## src/design/mvb_pkg.sv

```systemverilog
package mvb_pkg;

	localparam int COMPONENT_WIDTH_DEF = 16;
	localparam int FIELD_W = 48;
	localparam int WEIGHT_W = 17;
	localparam int APB_DATA_W = 32;
	localparam int APB_ADDR_W = 5;

	localparam logic [WEIGHT_W-1:0] WEIGHT_ONE = 17'h10000;

	typedef enum logic [2:0] {
		REG_CURRENT_WEIGHT  = 3'd0,
		REG_PREVIOUS_WEIGHT = 3'd1,
		REG_BLEND_WEIGHT    = 3'd2,
		REG_BLEND_ENABLE    = 3'd3,
		REG_NORMALS_ENABLE  = 3'd4
	} mvb_reg_t;

	typedef struct packed {
		logic [WEIGHT_W-1:0] current_weight;
		logic [WEIGHT_W-1:0] previous_weight;
		logic [WEIGHT_W-1:0] blend_weight;
		logic                blend_enable;
		logic                normals_enable;
	} mvb_cfg_t;

	function automatic logic [WEIGHT_W-1:0] sat_weight(input logic [WEIGHT_W-1:0] w);
		return (w > WEIGHT_ONE) ? WEIGHT_ONE : w;
	endfunction

endpackage

```

## src/design/mvb_regs.sv

```systemverilog
module mvb_regs import mvb_pkg::*; (
	input  logic                  clk,
	input  logic                  arst_n,
	input  logic                  psel,
	input  logic                  penable,
	input  logic                  pwrite,
	input  logic [APB_ADDR_W-1:0] paddr,
	input  logic [APB_DATA_W-1:0] pwdata,
	output logic [APB_DATA_W-1:0] prdata,
	output logic                  pready,
	output mvb_cfg_t              cfg
);

	logic [WEIGHT_W-1:0] current_weight_q;
	logic [WEIGHT_W-1:0] previous_weight_q;
	logic [WEIGHT_W-1:0] blend_weight_q;
	logic                blend_enable_q;
	logic                normals_enable_q;
	logic                wr_en;
	logic [2:0]          reg_idx;

	assign pready  = 1'b1;
	assign wr_en   = psel & penable & pwrite;
	assign reg_idx = paddr[APB_ADDR_W-1:2];

	always_ff @(posedge clk or negedge arst_n) begin
		if (!arst_n) begin
			current_weight_q  <= '0;
			previous_weight_q <= '0;
			blend_weight_q    <= WEIGHT_ONE;
			blend_enable_q    <= 1'b0;
			normals_enable_q  <= 1'b0;
		end else if (wr_en) begin
			unique case (reg_idx)
				REG_CURRENT_WEIGHT:  current_weight_q  <= pwdata[WEIGHT_W-1:0];
				REG_PREVIOUS_WEIGHT: previous_weight_q <= pwdata[WEIGHT_W-1:0];
				REG_BLEND_WEIGHT:    blend_weight_q    <= pwdata[WEIGHT_W-1:0];
				REG_BLEND_ENABLE:    blend_enable_q    <= pwdata[0];
				REG_NORMALS_ENABLE:  normals_enable_q  <= pwdata[0];
				default: ;
			endcase
		end
	end

	always_comb begin
		unique case (reg_idx)
			REG_CURRENT_WEIGHT:  prdata = APB_DATA_W'(current_weight_q);
			REG_PREVIOUS_WEIGHT: prdata = APB_DATA_W'(previous_weight_q);
			REG_BLEND_WEIGHT:    prdata = APB_DATA_W'(blend_weight_q);
			REG_BLEND_ENABLE:    prdata = APB_DATA_W'(blend_enable_q);
			REG_NORMALS_ENABLE:  prdata = APB_DATA_W'(normals_enable_q);
			default:             prdata = '0;
		endcase
	end

	assign cfg.current_weight  = sat_weight(current_weight_q);
	assign cfg.previous_weight = sat_weight(previous_weight_q);
	assign cfg.blend_weight    = sat_weight(blend_weight_q);
	assign cfg.blend_enable    = blend_enable_q;
	assign cfg.normals_enable  = normals_enable_q;

endmodule

```

## config.mk

```make
export PLATFORM = sky130hd
export DESIGN_NAME = mvb_regs
export DESIGN_NICKNAME = d
export VERILOG_FILES = /design/src/design/mvb_pkg.sv /design/src/design/mvb_regs.sv
export SDC_FILE = /design/constraint.sdc
export NUM_CORES = 1
export LEC_CHECK = 0
export ABC_CLOCK_PERIOD_IN_PS = 2600
export BUFFER_PORTS_ARGS = -buffer_cell sky130_fd_sc_hd__buf_4
export CAP_MARGIN = 5
export CORE_MARGIN = 8
export CORE_UTILIZATION = 39
export DETAILED_ROUTE_END_ITERATION = 7
export HOLD_SLACK_MARGIN = 0.05
export PLACE_DENSITY = 0.67
export SLEW_MARGIN = 25
export SYNTH_ARGS = -nofsm -noshare
export SYNTH_HDL_FRONTEND = slang
export SYNTH_SLANG_ARGS = --single-unit
```

## constraint.sdc

```tcl
create_clock -name clk -period 2.6 [get_ports clk]
set_input_delay 0.26 -clock clk [delete_from_list [all_inputs] [get_ports clk]]
set_output_delay 0.26 -clock clk [all_outputs]
set_load 0.01 [all_outputs]
```

==> results.yml, run 1 <==
worst_setup_path:
  crit_top_cell: "buf_4"
  rr_endpoint: "previous_weight_q[16]$_DFFE_PN0P_"
  endpoint_kind: "output port"
  cp_slowest_cell: "nor4_1"
  start_kind: "flip-flop"
  crit_chain: "nor4_1, a41oi_1, buf_4, nor2b_1, buf_4"
  arrival_ns: 2.03
  worst-r2r-cell-count: 1
  crit_required_ns: 2.34
  r2r_slack_ns: 1.66
  crit_fanout: 8
  path_class: "flip-flop to output port"
  r2r-start: "previous_weight_q[16]$_DFFE_PN0P_"
  slowest_delay_ns: 0.44
synthesis:
  synth-seq-cells: 53
  yosys_warnings: 0
  syn_inst: 270
  synth_largest_area_cell: "dfrtp_1"
  synth_area_leaders: "dfrtp_1 43%, mux2_2 20%, nor2b_1 10%, mux2i_1 5.2%, buf_4 4.7%"
  synth_top_area_share_pct: 42.6
  async_flop_share_pct: 100
  synthFlopType: "dfrtp_1"
  ys_seq_area_share_pct: 43.5
  synth_cell_types: 25
  synth_area_sq_mm: 0.00305
  synth-edff-count: 0
  syn_avg_cell_area_sq_um: 11.3
global_route:
  grt_max_degree: 54
  grt_pass1_vias: 2697
  grt-ovfl-total: 0
  grtUsageTotal_pct: 16.6
  grt_pass1_wl_um: 14800
  grt_antenna_before_repair: 0
final_layout:
  fin_nets: 403
  stdcell_area_sq_mm: 0.00392
  diodes: 0
  syn_to_final_growth_pct: 28.3
  n_fill_cell: 725
  drive_gt1_share_pct: 47.2
sta:
  slew-limit-headroom_pct: 54.6
  tightest_slew_ns: 0.680
  slew_viol_final: 0
  setup-tns-final_ns: 0
  fin_crit_ns: 2.29
  min_period_over_period_pct: 88.1
  clock.fmax_ghz: 0.436
  fin_skew_ns: 0
  hold_viol_final: 0
  finalSetupViolations: 0
  rsz0062_at_grt: "no"
flow_run:
  max_cap_violations: 0
routing:
  drc_errors: 0
  ant_nets: 0
  drt-initial-drc-count: 77
  first_pass_iters: 4
  num_vias: 2392
  routedWlPerCell_um: 19.4
  viasPerCell: 5.16
  totalWireLength_um: 9010
worst_hold_path:
  hold_depth: 2
  hold_start: "pwdata[15]"
  whs_endpoint: "blend_weight_q[15]$_DFFE_PN0P_"
  hold_path_class: "input pin to flip-flop"
pwr:
  cellPowerDensity_mw_per_mm2: 682
  p_leak_nw: 1.94
  totalPowerFinal_mw: 2.67
  irDropWorstVdd_v: 0.000372
die:
  io_pins: 128
  die_w_um: 104
  dieArea_sq_mm: 0.0109
  core-area_sq_mm: 0.00765
  num_rows: 32
  start_util_pct: 39.9
  dieHeight_um: 104
clock_tree:
  clock-sinks: 53
  root_buffer: "clkbuf_8"
  clk_latency_ns: 0.30
  cts_buffer_depth: 2
  path_clk_slew_ns: 0.09
  htreeDepth: 2
  cts_buffers: 5
  cts_tree: "done"
placed_design:
  dpl-instance-area_sq_mm: 0.00381
  place.gp.congestion: 0.860
  hpwl_um: 6630
  io_buffers: 94
run_status:
  outcome: "finished clean"
==> cells in the final DEF (no fill, tap or decap) <==
cell type / n
nor2_1: 16
nor4_1: 12
or4_1: 1
inv_1: 4
nor2b_1: 49
nor4b_1: 1
clkinv_2: 1
nor3b_4: 1
clkbuf_8: 7
dlygate4sd3_1: 1
mux2_2: 53
buf_4: 104
a2bb2oi_1: 16
nand3_2: 1
conb_1: 16
nand2_1: 2
a41oi_1: 3
o32ai_1: 1
nor4b_4: 1
nor3_1: 1
dfrtp_1: 52
dfstp_2: 1
mux2i_1: 16
mux4_2: 1
buf_12: 1
==> through the flow <==
step	instances	hold slack [ns]	setup WS, ns	util [%]
after global routing	464	0.198	0.197	51.3
final	464	0.207	0.308	51.3
after detailed placement	455	0.346	0.648	49.8
after floorplan	284	-0.0356	0.895	-
after CTS	464	0.203	0.279	51.3
after global placement	455	0.340	0.650	49.8
==> how the worst max path moves through the flow <==
stage	startpoint	to	slack, ns
2_1_floorplan	blend_weight_q[16]$_DFFE_PN1P_	cfg[10]	0.89
3_3_place_gp	blend_weight_q[4]$_DFFE_PN0P_	cfg[12]	0.65
3_5_place_dp	current_weight_q[5]$_DFFE_PN0P_	cfg[46]	0.65
4_1_cts	current_weight_q[5]$_DFFE_PN0P_	cfg[46]	0.28
5_1_grt	current_weight_q[5]$_DFFE_PN0P_	cfg[46]	0.20
6_report	current_weight_q[5]$_DFFE_PN0P_	cfg[46]	0.31
==> power breakdown <==
part | internal (mW) | switching (mW) | total [mW]
sequential | 0.987 | 0.187 | 1.17
clock | 0.241 | 0.262 | 0.503
combinational | 0.552 | 0.445 | 0.997
total | 1.78 | 0.893 | 2.67
==> layout make-up <==
| type | count | area, sq um | share of cell area [%] |
|---|---|---|---|
| multi-input cells | 191 | 1540 | 39.2 |
| flip-flops and latches | 53 | 1330 | 33.9 |
| repair buffers | 106 | 811 | 20.7 |
| well taps | 102 | 128 | 3.26 |
| clock buffers | 7 | 96.3 | 2.46 |
| inverters | 4 | 15.0 | 0.383 |
| clock inverters | 1 | 5.00 | 0.128 |
==> critical path, delay by kind of cell, from the launching register on <==
family	cells	cell delay, ns
AND/OR/NAND/NOR	2	0.59
flip-flops	1	0.42
buffers and inverters	2	0.41
AO/OA/AOI/OAI	1	0.31
==> sequential cells by signal, indices dropped and copies added (netlist names) <==
| register | cells |
|---|---|
| blend_enable_q | 1 |
| blend_weight_q | 17 |
| current_weight_q | 17 |
| normals_enable_q | 1 |
| previous_weight_q | 17 |
==> Yosys cell counts, types with 2 or more instances <==
cell,number
a2bb2oi_1,16
a41oi_1,3
buf_2,4
buf_4,19
buf_6,2
clkbuf_1,10
conb_1,2
dfrtp_1,52
inv_1,4
mux2_2,53
mux2i_1,16
nand2_1,2
nor2_1,16
nor2b_1,49
nor4_1,12
==> kinds of logic (layout without fill, tap and decap cells) <==
| group | after synthesis | after routing | share of synthesized area (%) |
|---|---|---|---|
| buf+inv | 40 | 118 | 7.91 |
| flops | 53 | 53 | 43.5 |
| compound gates | 20 | 20 | 5.74 |
| simple gates | 85 | 85 | 17.1 |
| mux | 70 | 70 | 25.5 |
| other cells | 2 | 16 | 0.246 |
==> metal layers <==
layer	vias up	part of all wire, %	global-route usage, %
li1	1093	-	-
met1	1204	44	21.3
met2	87	48	26.6
met3	8	7.5	5.14
met4	0	0.83	3.93
met5	-	0	0
==> timing repair <==
| item | 4_1_cts | 5_1_grt |
|---|---|---|
| setup endpoints to repair | 0 | 0 |
| hold buffers | 1 | 0 |
| resized for setup | 0 | 0 |
| endpoints found under the hold margin | 52 | 0 |
| buffers inserted | 0 | 0 |
(Power assumes the default switching activity.)
==> inputs of run 2 (changes only) <==
--- a/config.mk
+++ b/config.mk
@@ -8,7 +8,7 @@
 export ABC_CLOCK_PERIOD_IN_PS = 2600
 export BUFFER_PORTS_ARGS = -buffer_cell sky130_fd_sc_hd__buf_4
 export CAP_MARGIN = 5
-export CORE_MARGIN = 8
+export CORE_MARGIN = 5
 export CORE_UTILIZATION = 39
 export DETAILED_ROUTE_END_ITERATION = 7
 export HOLD_SLACK_MARGIN = 0.05
==> run 2 against run 1 <==
  * Via count shrank 0.75%
  * Non-clock buffer count down 3
  * Critical path depth is the same
  * Combinational power is 2.1% lower
  * Final area down 0.89%
  * Global-route usage grew 0.70 points
  * Power is 0.15% lower
  * Highest routed layer unchanged
  * Largest cell class unchanged
==> results.yml, run 2 (synthesized netlist as in run 1, its figures left out) <==
run_status:
  outcome: "finished clean"
sta:
  fin_crit_ns: 2.23
  setup-tns-final_ns: 0
  clock.fmax_ghz: 0.449
  rsz0062_at_grt: "no"
  fin_skew_ns: 0
  hold_slack_ns: 0.196
  finalSetupViolations: 0
  tightest_slew_ns: 0.675
  slew-limit-headroom_pct: 55.0
  hold_viol_final: 0
  slew_viol_final: 0
  min_period_over_period_pct: 85.6
final_layout:
  layout_commonest_cell: "buf_4"
  drive_gt1_share_pct: 46.8
  diodes: 0
  syn_to_final_growth_pct: 27.2
  fin_nets: 400
  final_cell_mix: "102 x buf_4, 53 x mux2_2, 52 x dfrtp_1, 49 x nor2b_1"
  biggestRegsByFlops: "blend_weight_q x17, current_weight_q x17, previous_weight_q x17"
worst_setup_path:
  crit_fanout: 8
  start_kind: "flip-flop"
  r2r-start: "current_weight_q[16]$_DFFE_PN0P_"
  crit_path_start: "previous_weight_q[8]$_DFFE_PN0P_"
  arrival_ns: 1.97
  endpoint_kind: "output port"
  crit_required_ns: 2.34
  path_class: "flip-flop to output port"
routing:
  first_pass_iters: 4
  drc_errors: 0
  ant_nets: 0
  routedWlPerCell_um: 18.5
  totalWireLength_um: 8520
  num_vias: 2374
  drt-initial-drc-count: 115
  viasPerCell: 5.15
clock_tree:
  cts_hold_buffers: 1
  path_clk_slew_ns: 0.10
  clock-sinks: 53
  htreeDepth: 2
  root_buffer: "clkbuf_8"
  cts_buffers: 5
  clk_latency_ns: 0.30
  cts_buffer_depth: 2
  cts_tree: "done"
  cts_setup_buffers: 0
  cts_resized: 0
global_route:
  grt-ovfl-total: 0
  grtUsageTotal_pct: 17.3
  grt_max_degree: 54
  grt_antenna_before_repair: 0
  grt_pass1_vias: 2504
  grt_pass1_wl_um: 13600
worst_hold_path:
  hold_path_class: "input pin to flip-flop"
  hold_start: "pwdata[15]"
flow_run:
  max_cap_violations: 0
die:
  core-area_sq_mm: 0.00769
  num_rows: 32
  start_util_pct: 39.7
  die_w_um: 98.5
  io_pins: 128
  dieHeight_um: 98.5
  dieArea_sq_mm: 0.00970
pwr:
  swShare_pct: 33.5
  p_int_mw: 1.77
  pwr-share-comb_pct: 36.5
  cellPowerDensity_mw_per_mm2: 687
  p_leak_nw: 1.92
  p_sw_mw: 0.895
  p_clk_share_pct: 19.1
  power_frac_seq_pct: 44.3
  irDropWorstVdd_v: 0.000307
placed_design:
  io_buffers: 94
  place.gp.congestion: 0.814
  hpwl_um: 6190
-- run 2: per-layer routing --
metal  global-route usage (%)  share of wire (%)
met1                     23.8                 45
met2                     27.6                 48
met3                     3.89                6.0
met4                     4.94                1.8
met5                        0                  0
-- run 2: through the flow --
step | worst slack (ns) | std cells | power (mW) | area, sq um | utilization [%]
detailed placement | 0.590 | 452 | 2.18 | 3770 | 49.1
floorplan | 0.895 | 284 | 1.70 | 3110 | -
global placement | 0.619 | 452 | 2.16 | 3770 | 49.1
global route | 0.143 | 461 | 2.83 | 3880 | 50.5
finish | 0.374 | 461 | 2.67 | 3880 | 50.5
CTS | 0.384 | 461 | 2.69 | 3880 | 50.5
-- run 2: critical path, cell delays in order, from the launching register on --
cell,delay (ns)
dfrtp_1,0.43
nor4_1,0.45
a41oi_1,0.27
buf_4,0.24
nor2b_1,0.14
buf_4,0.14
-- run 2: worst paths after layout --
kind                                                      to  slack [ns]  cells past startpoint
setup / recovery                                     cfg[23]        0.37                      5
hold / removal                blend_weight_q[15]$_DFFE_PN0P_        0.20                      2
setup reg to reg            current_weight_q[16]$_DFFE_PN0P_        1.66                      1
hold reg to reg            previous_weight_q[12]$_DFFE_PN0P_        0.57                      1
max in group asynchronous   previous_weight_q[0]$_DFFE_PN0P_        1.63                      2
min in group asynchronous  previous_weight_q[11]$_DFFE_PN0P_        0.51                      2
-- run 2: area by class of cell --
cell class,instances,area (sq um)
fill,720,3800
multi-input combinational,191,1540
sequential,53,1330
timing repair buffer,103,776
tap,102,128
clock buffer,7,96.3
inverter,4,15.0
clock inverter,1,5.00
-- run 2: power by group through the flow --
stage	registers (mW)	clock network, mW	logic [mW]
2_1_floorplan	1.11	0	0.588
3_3_place_gp	1.19	0	0.973
3_5_place_dp	1.20	0	0.985
4_1_cts	1.18	0.517	0.991
5_1_grt	1.21	0.556	1.06
6_report	1.18	0.510	0.976
